## src/rtl/core/assert_macros.svh

```systemverilog
// ----------------------------------------------------------------------------
// Assertion macros
// Shared concurrent assertion shorthands for the timer block.
// ----------------------------------------------------------------------------
`ifndef ASSERT_MACROS_SVH
`define ASSERT_MACROS_SVH

// Same-cycle implication, disabled while reset is asserted.
`define ASSERT_IMPLIES(label, clk, rst_n, ante, cons, msg) \
  label: assert property (@(posedge clk) disable iff (!rst_n) (ante) |-> (cons)) \
    else $error(msg);

// Next-cycle implication, disabled while reset is asserted.
`define ASSERT_NEXT(label, clk, rst_n, ante, cons, msg) \
  label: assert property (@(posedge clk) disable iff (!rst_n) (ante) |=> (cons)) \
    else $error(msg);

`endif

```

## src/rtl/core/ptc_pkg.sv

```systemverilog
// ----------------------------------------------------------------------------
// ptc_pkg
// Types, codes and pin-action functions shared by the timer modules.
// ----------------------------------------------------------------------------
package ptc_pkg;

  localparam int NOISE_SAMPLES_DEF = 4;

  // Transaction kinds on the input channel.
  localparam logic [1:0] KIND_TICK     = 2'd0;
  localparam logic [1:0] KIND_WR_COUNT = 2'd1;
  localparam logic [1:0] KIND_WR_CAPT  = 2'd2;

  // Configuration register indexes.
  localparam logic [2:0] REG_WAVE_MODE    = 3'd0;
  localparam logic [2:0] REG_CLOCK_SEL    = 3'd1;
  localparam logic [2:0] REG_OUTPUT_MODES = 3'd2;
  localparam logic [2:0] REG_COMPARE_A    = 3'd3;
  localparam logic [2:0] REG_COMPARE_B    = 3'd4;
  localparam logic [2:0] REG_COMPARE_C    = 3'd5;
  localparam logic [2:0] REG_NOISE_CANCEL = 3'd6;
  localparam logic [2:0] REG_CAPTURE_EDGE = 3'd7;

  // Clock source selection.
  localparam logic [2:0] CS_STOP     = 3'd0;
  localparam logic [2:0] CS_DIV1     = 3'd1;
  localparam logic [2:0] CS_DIV8     = 3'd2;
  localparam logic [2:0] CS_DIV64    = 3'd3;
  localparam logic [2:0] CS_DIV256   = 3'd4;
  localparam logic [2:0] CS_DIV1024  = 3'd5;
  localparam logic [2:0] CS_EXT_FALL = 3'd6;
  localparam logic [2:0] CS_EXT_RISE = 3'd7;

  // Compare output modes.
  localparam logic [1:0] OM_OFF    = 2'd0;
  localparam logic [1:0] OM_TOGGLE = 2'd1;
  localparam logic [1:0] OM_CLEAR  = 2'd2;
  localparam logic [1:0] OM_SET    = 2'd3;

  // Waveform modes named individually.
  localparam logic [3:0] WM_NORMAL      = 4'd0;
  localparam logic [3:0] WM_PC8         = 4'd1;
  localparam logic [3:0] WM_PC9         = 4'd2;
  localparam logic [3:0] WM_PC10        = 4'd3;
  localparam logic [3:0] WM_CTC_OCRA    = 4'd4;
  localparam logic [3:0] WM_FAST8       = 4'd5;
  localparam logic [3:0] WM_FAST9       = 4'd6;
  localparam logic [3:0] WM_FAST10      = 4'd7;
  localparam logic [3:0] WM_PFC_ICR     = 4'd8;
  localparam logic [3:0] WM_PFC_OCRA    = 4'd9;
  localparam logic [3:0] WM_PC_ICR      = 4'd10;
  localparam logic [3:0] WM_PC_OCRA     = 4'd11;
  localparam logic [3:0] WM_CTC_ICR     = 4'd12;
  localparam logic [3:0] WM_ILLEGAL     = 4'd13;
  localparam logic [3:0] WM_FAST_ICR    = 4'd14;
  localparam logic [3:0] WM_FAST_OCRA   = 4'd15;

  typedef struct packed {
    logic [3:0]  wave_mode;
    logic [2:0]  clock_select;
    logic [5:0]  output_modes;
    logic [15:0] compare_a;
    logic [15:0] compare_b;
    logic [15:0] compare_c;
    logic        noise_cancel;
    logic        capture_edge;
  } ptc_cfg_t;

  typedef struct packed {
    logic [15:0] counter;
    logic        dir_up;
    logic [2:0]  pins;       // bit 0 is channel A, bit 2 channel C
    logic [15:0] capture;
    logic        ext_prev;
    logic        cap_prev;
    logic [2:0]  noise_count;
  } ptc_state_t;

  // Capture-pin filter update handed from the filter to the counter logic.
  typedef struct packed {
    logic       cap_prev;
    logic [2:0] noise_count;
    logic       take;
  } ptc_cap_upd_t;

  typedef struct packed {
    logic [15:0] count_value;
    logic        counting_up;
    logic        wave_a;
    logic        wave_b;
    logic        wave_c;
    logic        overflow_hit;
    logic        match_a_hit;
    logic        match_b_hit;
    logic        match_c_hit;
    logic        capture_hit;
    logic [15:0] captured_value;
    logic        illegal_mode;
  } ptc_result_t;

  function automatic logic is_dual(input logic [3:0] m);
    return (m >= WM_PC8 && m <= WM_PC10) || (m >= WM_PFC_ICR && m <= WM_PC_OCRA);
  endfunction

  function automatic logic is_fast(input logic [3:0] m);
    return (m >= WM_FAST8 && m <= WM_FAST10) || m == WM_FAST_ICR || m == WM_FAST_OCRA;
  endfunction

  function automatic logic is_single(input logic [3:0] m);
    return m == WM_NORMAL || m == WM_CTC_OCRA || m == WM_CTC_ICR;
  endfunction

  function automatic logic [15:0] top_value(input logic [3:0]  m,
                                            input logic [15:0] cmp_a,
                                            input logic [15:0] cap);
    logic [15:0] t;
    unique case (m)
      WM_PC8, WM_FAST8:                               t = 16'h00FF;
      WM_PC9, WM_FAST9:                               t = 16'h01FF;
      WM_PC10, WM_FAST10:                             t = 16'h03FF;
      WM_CTC_OCRA, WM_PFC_OCRA, WM_PC_OCRA, WM_FAST_OCRA: t = cmp_a;
      WM_PFC_ICR, WM_PC_ICR, WM_CTC_ICR, WM_FAST_ICR: t = cap;
      default:                                        t = 16'hFFFF;
    endcase
    return t;
  endfunction

  // Pin level after a compare match.
  function automatic logic match_pin(input logic [3:0] m, input logic [1:0] om,
                                     input logic dir_up, input logic pin);
    logic p;
    p = pin;
    if (is_single(m)) begin
      unique case (om)
        OM_TOGGLE: p = ~pin;
        OM_CLEAR:  p = 1'b0;
        OM_SET:    p = 1'b1;
        default:   p = pin;
      endcase
    end else if (is_dual(m)) begin
      unique case (om)
        OM_TOGGLE: p = (m >= WM_PFC_ICR) ? ~pin : pin;
        OM_CLEAR:  p = ~dir_up;
        OM_SET:    p = dir_up;
        default:   p = pin;
      endcase
    end else if (is_fast(m)) begin
      unique case (om)
        OM_TOGGLE: p = (m >= WM_PFC_ICR) ? ~pin : pin;
        OM_CLEAR:  p = 1'b0;
        OM_SET:    p = 1'b1;
        default:   p = pin;
      endcase
    end
    return p;
  endfunction

  // Pin level when a fast PWM period restarts at top.
  function automatic logic top_pin(input logic [3:0] m, input logic [1:0] om,
                                   input logic pin);
    logic p;
    unique case (om)
      OM_TOGGLE: p = (m >= WM_PFC_ICR) ? ~pin : pin;
      OM_CLEAR:  p = 1'b1;
      OM_SET:    p = 1'b0;
      default:   p = pin;
    endcase
    return p;
  endfunction

endpackage

```

## src/rtl/core/pwm_timer_16bit_three_compare_capture.sv

```systemverilog
// ----------------------------------------------------------------------------
// pwm_timer_16bit_three_compare_capture
// 16-bit timer/counter with three compare outputs and input capture.
// ----------------------------------------------------------------------------
// Usage
// Each input transaction is one timer tick, a counter write or a capture
// register write, selected by in_mode. The block returns exactly one result
// transaction per input transaction, carrying the counter, direction, the
// three compare pin levels, the event pulses and the capture register.
// Configuration is written on the cfg_ channel, one register per transaction
// addressed by cfg_index; the user must see that it is only changed while the
// timer is idle, as the block itself does not enforce this. The result of each
// accepted transaction is registered in the output register, or in the skid
// register while the receiver stalls. Throughput is one transaction per cycle
// while in_ready is high; the update is one pass of combinational logic.
// A two-entry result buffer (output plus skid register) keeps input flowing
// for one extra transaction while the receiver stalls; in_ready falls only
// when both entries hold results. Reset clears the timer state to zero with
// the count direction up, clears all configuration, and empties the buffer.
// ----------------------------------------------------------------------------
`include "assert_macros.svh"

module pwm_timer_16bit_three_compare_capture
  import ptc_pkg::*;
#(
  parameter int NOISE_SAMPLES = NOISE_SAMPLES_DEF
) (
  input  logic        clk,
  input  logic        rst_n,

  // Configuration write channel.
  input  logic        cfg_valid,
  output logic        cfg_ready,
  input  logic [2:0]  cfg_index,
  input  logic [15:0] cfg_data,

  // Input channel.
  input  logic        in_valid,
  output logic        in_ready,
  input  logic [1:0]  in_mode,
  input  logic [9:0]  in_prescale_count,
  input  logic        in_ext_clock_pin,
  input  logic        in_capture_pin,
  input  logic [15:0] in_write_value,

  // Result channel.
  output logic        out_valid,
  input  logic        out_ready,
  output logic [15:0] out_count_value,
  output logic        out_counting_up,
  output logic        out_wave_a,
  output logic        out_wave_b,
  output logic        out_wave_c,
  output logic        out_overflow_hit,
  output logic        out_match_a_hit,
  output logic        out_match_b_hit,
  output logic        out_match_c_hit,
  output logic        out_capture_hit,
  output logic [15:0] out_captured_value,
  output logic        out_illegal_mode
);

  // After reset the timer sits at zero, counting upward, with every pin low.
  localparam ptc_state_t STATE_RESET = '{counter: 16'd0, dir_up: 1'b1, pins: 3'd0,
                                         capture: 16'd0, ext_prev: 1'b0,
                                         cap_prev: 1'b0, noise_count: 3'd0};

  ptc_cfg_t    cfg_r, cfg_nxt;
  ptc_state_t  state_r;
  ptc_state_t  state_nxt;
  ptc_result_t step_res;
  ptc_result_t out_res;
  logic        in_fire;

  // Register writes are always taken at once.
  assign cfg_ready = 1'b1;
  assign in_fire   = in_valid && in_ready;

  always_comb begin
    cfg_nxt = cfg_r;
    if (cfg_valid) begin
      unique case (cfg_index)
        REG_WAVE_MODE:    cfg_nxt.wave_mode    = cfg_data[3:0];
        REG_CLOCK_SEL:    cfg_nxt.clock_select = cfg_data[2:0];
        REG_OUTPUT_MODES: cfg_nxt.output_modes = cfg_data[5:0];
        REG_COMPARE_A:    cfg_nxt.compare_a    = cfg_data;
        REG_COMPARE_B:    cfg_nxt.compare_b    = cfg_data;
        REG_COMPARE_C:    cfg_nxt.compare_c    = cfg_data;
        REG_NOISE_CANCEL: cfg_nxt.noise_cancel = cfg_data[0];
        REG_CAPTURE_EDGE: cfg_nxt.capture_edge = cfg_data[0];
      endcase
    end
  end

  always_ff @(posedge clk) begin
    if (!rst_n) begin
      cfg_r <= '0;
    end else begin
      cfg_r <= cfg_nxt;
    end
  end

  // The complete per-transaction update is computed combinationally from the
  // state registers and the presented input fields.
  ptc_core #(
    .NOISE_SAMPLES (NOISE_SAMPLES)
  ) u_core (
    .cfg            (cfg_r),
    .cur            (state_r),
    .kind           (in_mode),
    .prescale_count (in_prescale_count),
    .ext_clock_pin  (in_ext_clock_pin),
    .capture_pin    (in_capture_pin),
    .write_value    (in_write_value),
    .nxt            (state_nxt),
    .res            (step_res)
  );

  // The timer state moves only when a transaction is accepted, so a stall on
  // either side freezes the count.
  always_ff @(posedge clk) begin
    if (!rst_n) begin
      state_r <= STATE_RESET;
    end else if (in_fire) begin
      state_r <= state_nxt;
    end
  end

  ptc_out_buf u_out_buf (
    .clk       (clk),
    .rst_n     (rst_n),
    .push      (in_fire),
    .push_data (step_res),
    .can_push  (in_ready),
    .out_valid (out_valid),
    .out_ready (out_ready),
    .out_data  (out_res)
  );

  assign out_count_value    = out_res.count_value;
  assign out_counting_up    = out_res.counting_up;
  assign out_wave_a         = out_res.wave_a;
  assign out_wave_b         = out_res.wave_b;
  assign out_wave_c         = out_res.wave_c;
  assign out_overflow_hit   = out_res.overflow_hit;
  assign out_match_a_hit    = out_res.match_a_hit;
  assign out_match_b_hit    = out_res.match_b_hit;
  assign out_match_c_hit    = out_res.match_c_hit;
  assign out_capture_hit    = out_res.capture_hit;
  assign out_captured_value = out_res.captured_value;
  assign out_illegal_mode   = out_res.illegal_mode;

  // A full buffer always has a result on offer.
  `ASSERT_IMPLIES(a_full_has_output, clk, rst_n, !in_ready, out_valid, "buffer full without output")
  // Every accepted transaction leaves a result on offer at the next edge.
  `ASSERT_NEXT(a_accept_gives_result, clk, rst_n, in_fire, out_valid, "accepted item lost")
  // Accepting while the held result is stalled fills the skid entry.
  `ASSERT_NEXT(a_stall_fills_skid, clk, rst_n, in_fire && out_valid && !out_ready, !in_ready, "skid not filled")

endmodule

```

## src/rtl/core/ptc_tick_gen.sv

```systemverilog
// ----------------------------------------------------------------------------
// ptc_tick_gen
// Decides whether the counter advances on this tick.
// ----------------------------------------------------------------------------
module ptc_tick_gen
  import ptc_pkg::*;
(
  input  logic [2:0] clock_select,
  input  logic [9:0] prescale_count,
  input  logic       ext_pin,
  input  logic       ext_prev,
  output logic       fire
);

  always_comb begin
    unique case (clock_select)
      CS_STOP:     fire = 1'b0;
      CS_DIV1:     fire = 1'b1;
      CS_DIV8:     fire = (prescale_count[2:0] == 3'd0);
      CS_DIV64:    fire = (prescale_count[5:0] == 6'd0);
      CS_DIV256:   fire = (prescale_count[7:0] == 8'd0);
      CS_DIV1024:  fire = (prescale_count == 10'd0);
      CS_EXT_FALL: fire = ~ext_pin & ext_prev;
      CS_EXT_RISE: fire = ext_pin & ~ext_prev;
      default:     fire = 1'b0;
    endcase
  end

endmodule

```

## src/rtl/core/ptc_capture.sv

```systemverilog
// ----------------------------------------------------------------------------
// ptc_capture
// Capture-pin edge detection with the optional sample-count noise filter.
// ----------------------------------------------------------------------------
module ptc_capture
  import ptc_pkg::*;
#(
  parameter int NOISE_SAMPLES = NOISE_SAMPLES_DEF
) (
  input  logic         tick,
  input  logic         cap_pin,
  input  logic         cap_prev,
  input  logic [2:0]   noise_count,
  input  logic         noise_cancel,
  input  logic         capture_edge,
  output ptc_cap_upd_t upd
);

  logic [2:0] count_inc;

  assign count_inc = noise_count + 3'd1;

  always_comb begin
    upd.cap_prev    = cap_prev;
    upd.noise_count = noise_count;
    upd.take        = 1'b0;
    if (tick && (cap_pin != cap_prev)) begin
      // The count keeps running when the pin settles back; only acceptance clears it.
      if (!noise_cancel || (count_inc >= 3'(NOISE_SAMPLES))) begin
        upd.noise_count = 3'd0;
        upd.cap_prev    = cap_pin;
        upd.take        = (cap_pin == capture_edge);
      end else begin
        upd.noise_count = count_inc;
      end
    end
  end

endmodule

```

## src/rtl/core/ptc_core.sv

```systemverilog
// ----------------------------------------------------------------------------
// ptc_core
// Next-state and result logic for one transaction of the timer.
// ----------------------------------------------------------------------------
module ptc_core
  import ptc_pkg::*;
#(
  parameter int NOISE_SAMPLES = NOISE_SAMPLES_DEF
) (
  input  ptc_cfg_t    cfg,
  input  ptc_state_t  cur,
  input  logic [1:0]  kind,
  input  logic [9:0]  prescale_count,
  input  logic        ext_clock_pin,
  input  logic        capture_pin,
  input  logic [15:0] write_value,
  output ptc_state_t  nxt,
  output ptc_result_t res
);

  logic         is_tick;
  logic         fire;
  ptc_cap_upd_t cap_upd;
  logic [3:0]   m;
  logic         dual;
  logic         fast;
  logic [15:0]  top;
  logic [15:0]  cnt_step;
  logic [15:0]  ovf_point;
  logic [15:0]  cmp [3];
  logic [1:0]   om  [3];

  assign is_tick   = (kind == KIND_TICK);
  assign m         = cfg.wave_mode;
  assign dual      = is_dual(m);
  assign fast      = is_fast(m);
  assign top       = top_value(m, cfg.compare_a, cur.capture);
  assign cnt_step  = (dual && !cur.dir_up) ? cur.counter - 16'd1 : cur.counter + 16'd1;
  assign ovf_point = dual ? 16'h0000 : (fast ? top : 16'hFFFF);

  assign cmp[0] = cfg.compare_a;
  assign cmp[1] = cfg.compare_b;
  assign cmp[2] = cfg.compare_c;
  assign om[0]  = cfg.output_modes[5:4];
  assign om[1]  = cfg.output_modes[3:2];
  assign om[2]  = cfg.output_modes[1:0];

  ptc_tick_gen u_tick_gen (
    .clock_select   (cfg.clock_select),
    .prescale_count (prescale_count),
    .ext_pin        (ext_clock_pin),
    .ext_prev       (cur.ext_prev),
    .fire           (fire)
  );

  ptc_capture #(
    .NOISE_SAMPLES (NOISE_SAMPLES)
  ) u_capture (
    .tick         (is_tick),
    .cap_pin      (capture_pin),
    .cap_prev     (cur.cap_prev),
    .noise_count  (cur.noise_count),
    .noise_cancel (cfg.noise_cancel),
    .capture_edge (cfg.capture_edge),
    .upd          (cap_upd)
  );

  always_comb begin
    logic        ovf;
    logic [2:0]  hit;
    logic        cap_hit;
    nxt     = cur;
    ovf     = 1'b0;
    hit     = 3'b000;
    cap_hit = 1'b0;
    unique case (kind)
      KIND_WR_COUNT: nxt.counter = write_value;
      KIND_WR_CAPT:  nxt.capture = write_value;
      KIND_TICK: begin
        nxt.ext_prev = ext_clock_pin;
        if (fire) begin
          nxt.counter = cnt_step;
          ovf = (m != WM_ILLEGAL) && (cnt_step == ovf_point);
          for (int ch = 0; ch < 3; ch++) begin
            if (cnt_step == cmp[ch]) begin
              hit[ch]      = 1'b1;
              nxt.pins[ch] = match_pin(m, om[ch], cur.dir_up, cur.pins[ch]);
            end
          end
          if (is_single(m) || fast) begin
            if (cnt_step == top) begin
              nxt.counter = 16'd0;
              if (fast) begin
                for (int ch = 0; ch < 3; ch++) begin
                  nxt.pins[ch] = top_pin(m, om[ch], nxt.pins[ch]);
                end
              end
            end
          end else if (dual) begin
            if (!cur.dir_up) begin
              if (cnt_step == 16'd0) nxt.dir_up = 1'b1;
            end else if (cnt_step == top) begin
              nxt.dir_up = 1'b0;
            end
          end
          cap_hit = (nxt.counter == cur.capture) &&
                    (m == WM_PFC_ICR || m == WM_PC_ICR || m == WM_CTC_ICR ||
                     m == WM_FAST_ICR);
        end
        nxt.cap_prev    = cap_upd.cap_prev;
        nxt.noise_count = cap_upd.noise_count;
        if (cap_upd.take) begin
          nxt.capture = nxt.counter;
          cap_hit     = 1'b1;
        end
      end
      default: ;
    endcase

    res.count_value    = nxt.counter;
    res.counting_up    = nxt.dir_up;
    res.wave_a         = nxt.pins[0];
    res.wave_b         = nxt.pins[1];
    res.wave_c         = nxt.pins[2];
    res.overflow_hit   = ovf;
    res.match_a_hit    = hit[0];
    res.match_b_hit    = hit[1];
    res.match_c_hit    = hit[2];
    res.capture_hit    = cap_hit;
    res.captured_value = nxt.capture;
    res.illegal_mode   = (m == WM_ILLEGAL);
  end

endmodule

```

## src/rtl/core/ptc_out_buf.sv

```systemverilog
// ----------------------------------------------------------------------------
// ptc_out_buf
// Two-entry result buffer: an output register backed by a skid register.
// ----------------------------------------------------------------------------
module ptc_out_buf
  import ptc_pkg::*;
(
  input  logic        clk,
  input  logic        rst_n,
  input  logic        push,
  input  ptc_result_t push_data,
  output logic        can_push,
  output logic        out_valid,
  input  logic        out_ready,
  output ptc_result_t out_data
);

  logic        main_v_r, main_v_nxt;
  logic        skid_v_r, skid_v_nxt;
  ptc_result_t main_r, main_nxt;
  ptc_result_t skid_r, skid_nxt;
  logic        pop;

  assign pop       = main_v_r && out_ready;
  assign can_push  = ~skid_v_r;
  assign out_valid = main_v_r;
  assign out_data  = main_r;

  always_comb begin
    main_v_nxt = main_v_r;
    skid_v_nxt = skid_v_r;
    main_nxt   = main_r;
    skid_nxt   = skid_r;
    if (!main_v_r) begin
      if (push) begin
        main_nxt   = push_data;
        main_v_nxt = 1'b1;
      end
    end else if (pop) begin
      if (skid_v_r) begin
        main_nxt   = skid_r;
        skid_v_nxt = 1'b0;
      end else if (push) begin
        main_nxt = push_data;
      end else begin
        main_v_nxt = 1'b0;
      end
    end else if (push) begin
      skid_nxt   = push_data;
      skid_v_nxt = 1'b1;
    end
  end

  always_ff @(posedge clk) begin
    if (!rst_n) begin
      main_v_r <= 1'b0;
      skid_v_r <= 1'b0;
    end else begin
      main_v_r <= main_v_nxt;
      skid_v_r <= skid_v_nxt;
    end
  end

  always_ff @(posedge clk) begin
    main_r <= main_nxt;
    skid_r <= skid_nxt;
  end

endmodule

```

## config.mk

```make
export PLATFORM = sky130hd
export DESIGN_NAME = pwm_timer_16bit_three_compare_capture
export DESIGN_NICKNAME = d
export VERILOG_FILES = /design/src/rtl/core/ptc_pkg.sv /design/src/rtl/core/pwm_timer_16bit_three_compare_capture.sv /design/src/rtl/core/ptc_tick_gen.sv /design/src/rtl/core/ptc_capture.sv /design/src/rtl/core/ptc_core.sv /design/src/rtl/core/ptc_out_buf.sv
export VERILOG_INCLUDE_DIRS = /design/src /design/src/rtl/core
export SDC_FILE = /design/constraint.sdc
export NUM_CORES = 1
export LEC_CHECK = 0
export BUFFER_PORTS_ARGS = -buffer_cell sky130_fd_sc_hd__buf_2
export CORE_UTILIZATION = 50
export DETAILED_ROUTE_END_ITERATION = 10
export PLACE_DENSITY = 0.77
export SYNTH_ARGS = -nofsm -noshare
export SYNTH_HDL_FRONTEND = slang
export SYNTH_SLANG_ARGS = --single-unit
```

## constraint.sdc

```tcl
create_clock -name clk -period 4.45 [get_ports clk]
set_input_delay 0.445 -clock clk [delete_from_list [all_inputs] [get_ports clk]]
set_output_delay 0.445 -clock clk [all_outputs]
set_load 0.1 [all_outputs]
```

==> reports/results.ini <==
[drt]
wl_um=48410
vias_per_cell=6.711
vias=13250
initialDrtViolationCount=1715
antenna_left=0
drcViolationCount=0
first_pass_iters=6
avgRoutedWirePerCell_um=24.51

[final_layout]
mostFrequentLayoutCells=208 x nand2_1, 158 x nor2_1, 139 x a21oi_1, 106 x dfxtp_1, 98 x buf_4
diodes=0
fin_util=0.5933
layout-drive-gt1-share=0.1763
layout_commonest_cell=nand2_1
finalNonFillerCells=1975
fin_nets=1694
syn2layout_area_growth_pct=15.75

[worst_setup_path]
worstSetupEndpoint=u_out_buf.out_data[23]
start_kind=register
r2r-end=u_out_buf.out_data[23]
crit_fanout=6
cp_slowest_cell=nor4_4
r2r_setup_slack_ns=0.08
r2r_start=cfg_r[62]
path_cells=or3_1 > nand2_4 > xnor2_1 > ha_2 > buf_4 > nor4_4 > nor2_1 > a2111oi_4 > xnor2_1 > a2111oi_2 > nand4_1 > buf_4 > or4_4 > a211o_1 > nand3_1 > a21oi_1
critPathKind=register to register
worst-r2r-cell-count=16
crit_path_max_incr_delay_ns=0.44
cp.arrival_ns=4.56
required_ns=4.64
worstSetupStartpoint=cfg_r[62]
end_kind=register

[pwr]
worst_ir_drop_vdd_v=0.0002856
p_leak_uw=0.005415
power_density_mw_per_mm2=342.8
internal_power_uw=3042
seqPwrFrac=0.410
p_clk_frac=0.323
p_comb_frac=0.267
power.switching_uw=1919
swShare=0.3869

[sta]
final-setup-viol-count=0
post-route-period-util=0.9822
fmax_mhz=228.8
fin_crit_ns=4.371
maxSlewHeadroom=0.2505
hold_viol=0
whs_ns=0.1935
worstMarginPinSlew_ns=1.120
clock_skew_ns=0.01139
rsz0062_at_grt=true
slew_violations=0
finalSetupTns_ns=0

[clock_tree]
clock_sinks=190
cts_buffers=17
cts_tree=done
clock_path_buffers=2
htreeDepth=4
clk_pin_slew_ns=0.09
clk_latency_ns=0.45
ctsRootBufferMaster=clkbuf_16

[logic_synthesis]
ys_warn_count=0
synthMuxAreaShare=0.02242
synth_cells=1536
syn-cell-area_mm2=0.01250
synth_top_family_by_area=compound AO/OA/AOI/OAI gates
synth-simple-area-share=0.2357
synth_edf_count=84
syn_area_per_cell_um2=8.139
yosysUniqueCellTypes=89
synthFlopType=dfxtp_1
synthArstFlopShare=0
ys_seq_elements=190
seq_area_frac_synth=0.3715
synth_xor_area_frac=0.07346
syn_nets=1592
yosys.area_share.adder=0.002002
synth-compound-area-share=0.2504

[die]
num_io_pins=99
die_h_um=160.1
start_util=0.5126
die_area_mm2=0.02564
rows=57
fp.coreArea_mm2=0.02439
die_w_um=160.1

[hold_path]
hold_class=primary input to register
worstHoldPathCells=2

[grt]
antenna_found_initial=1
overflow=0
grt_pass1_wl_um=73020
grt_max_degree=54
grt_pass1_vias=12090
grt_usage=0.3742

[run_status]
outcome=completed

[placed_design]
io_buffers=97
dp_hpwl_um=34320
globalplace.congestion=0.9991
place_inst=1939

[flow_run]
maxCapViolCount=0

-- power groups by stage --
stage	sequential [uW]	clock (uW)	combinational, uW
6_report	2030	1600	1320
4_1_cts	2030	1600	1290
3_3_place_gp	2060	0	1270
5_1_grt	2040	1670	1380
2_1_floorplan	2500	0	497
3_5_place_dp	2070	0	1280
-- area by class of cell --
type,instances,area (um2)
fillers,2236,9920
well taps,324,405.4
multi-input cells,1202,7471
flip-flops and latches,190,4644
clock inverters,14,172.7
inverters,31,116.4
repair buffers,196,1232
clock buffers,18,429.2
-- how the worst min path moves through the flow --
stage	startpoint	end	slack, ns
after floorplan	cfg_r[17]	cfg_r[17]	0.45
after global placement	cfg_r[18]	cfg_r[18]	0.46
after detailed placement	cfg_r[21]	cfg_r[21]	0.46
after CTS	out_ready	u_out_buf.skid_v_r	0.19
after global routing	out_ready	u_out_buf.skid_v_r	0.20
final	out_ready	u_out_buf.skid_v_r	0.19
-- state kept, by name (all words and copies together), names as in the netlist --
signal	cells
u_out_buf.skid_v_r	1
u_out_buf.out_data	42
u_out_buf.out_valid	1
state_r	41
cfg_r	63
u_out_buf.skid_r	42
-- critical path, delay by kind of cell, from the launching register on --
family | cells | cell delay (ns)
buf+inv | 2 | 0.37
compound gates | 4 | 1.21
fa+ha+maj | 1 | 0.23
flops | 1 | 0.31
simple gates | 7 | 1.79
xor+xnor | 2 | 0.19
-- Yosys cell counts, drive strengths merged, types with 15 or more instances --
master | number | area [um2]
a211oi | 16 | 120.1
a21oi | 142 | 714.4
a31oi | 23 | 143.9
and3 | 22 | 137.6
buf | 15 | 68.81
clkbuf | 98 | 367.9
dfxtp | 106 | 2122
edfxtp | 84 | 2522
inv | 31 | 116.4
mux2i | 19 | 190.2
nand2 | 209 | 784.5
nand2b | 22 | 137.6
nand3 | 34 | 170.2
nand4 | 19 | 118.9
nor2 | 160 | 600.6
nor3 | 49 | 261.5
nor4 | 21 | 146.4
o21a | 19 | 142.6
o21ai | 89 | 449.2
o22ai | 50 | 319.1
xnor2 | 51 | 454.2
xor2 | 17 | 148.9
-- through the flow --
stage	total power [uW]	setup slack (ns)	instance area, um2
floorplan	2997	0.01700	12560
global placement	3336	-0.03422	13750
detailed placement	3348	-0.04027	13750
CTS	4915	0.06242	14350
global route	5090	-0.04404	14470
finish	4961	0.07914	14470
-- routing by layer --
layer	track usage	part of all wire
met5	0	0.00019
met4	0.1706	0.052
met3	0.09013	0.12
met2	0.5670	0.43
met1	0.5039	0.39
-- logic make-up after synthesis --
group | after synthesis
AND/OR/NAND/NOR | 615
other | 1
XOR/XNOR | 82
adder cells (fa/ha/maj) | 2
buffers and inverters | 144
multiplexers | 26
AO/OA/AOI/OAI | 476
flip-flops | 190
-- what timing repair did --
action                                  in CTS  in global routing
resized for setup                            2                 18
pin swaps                                    0                  7
endpoints found under the setup margin       2                 62
buffers inserted                             0                  4
gates cloned                                 0                  0
hold buffers                                 0                  0
(Power assumes the default switching activity.)
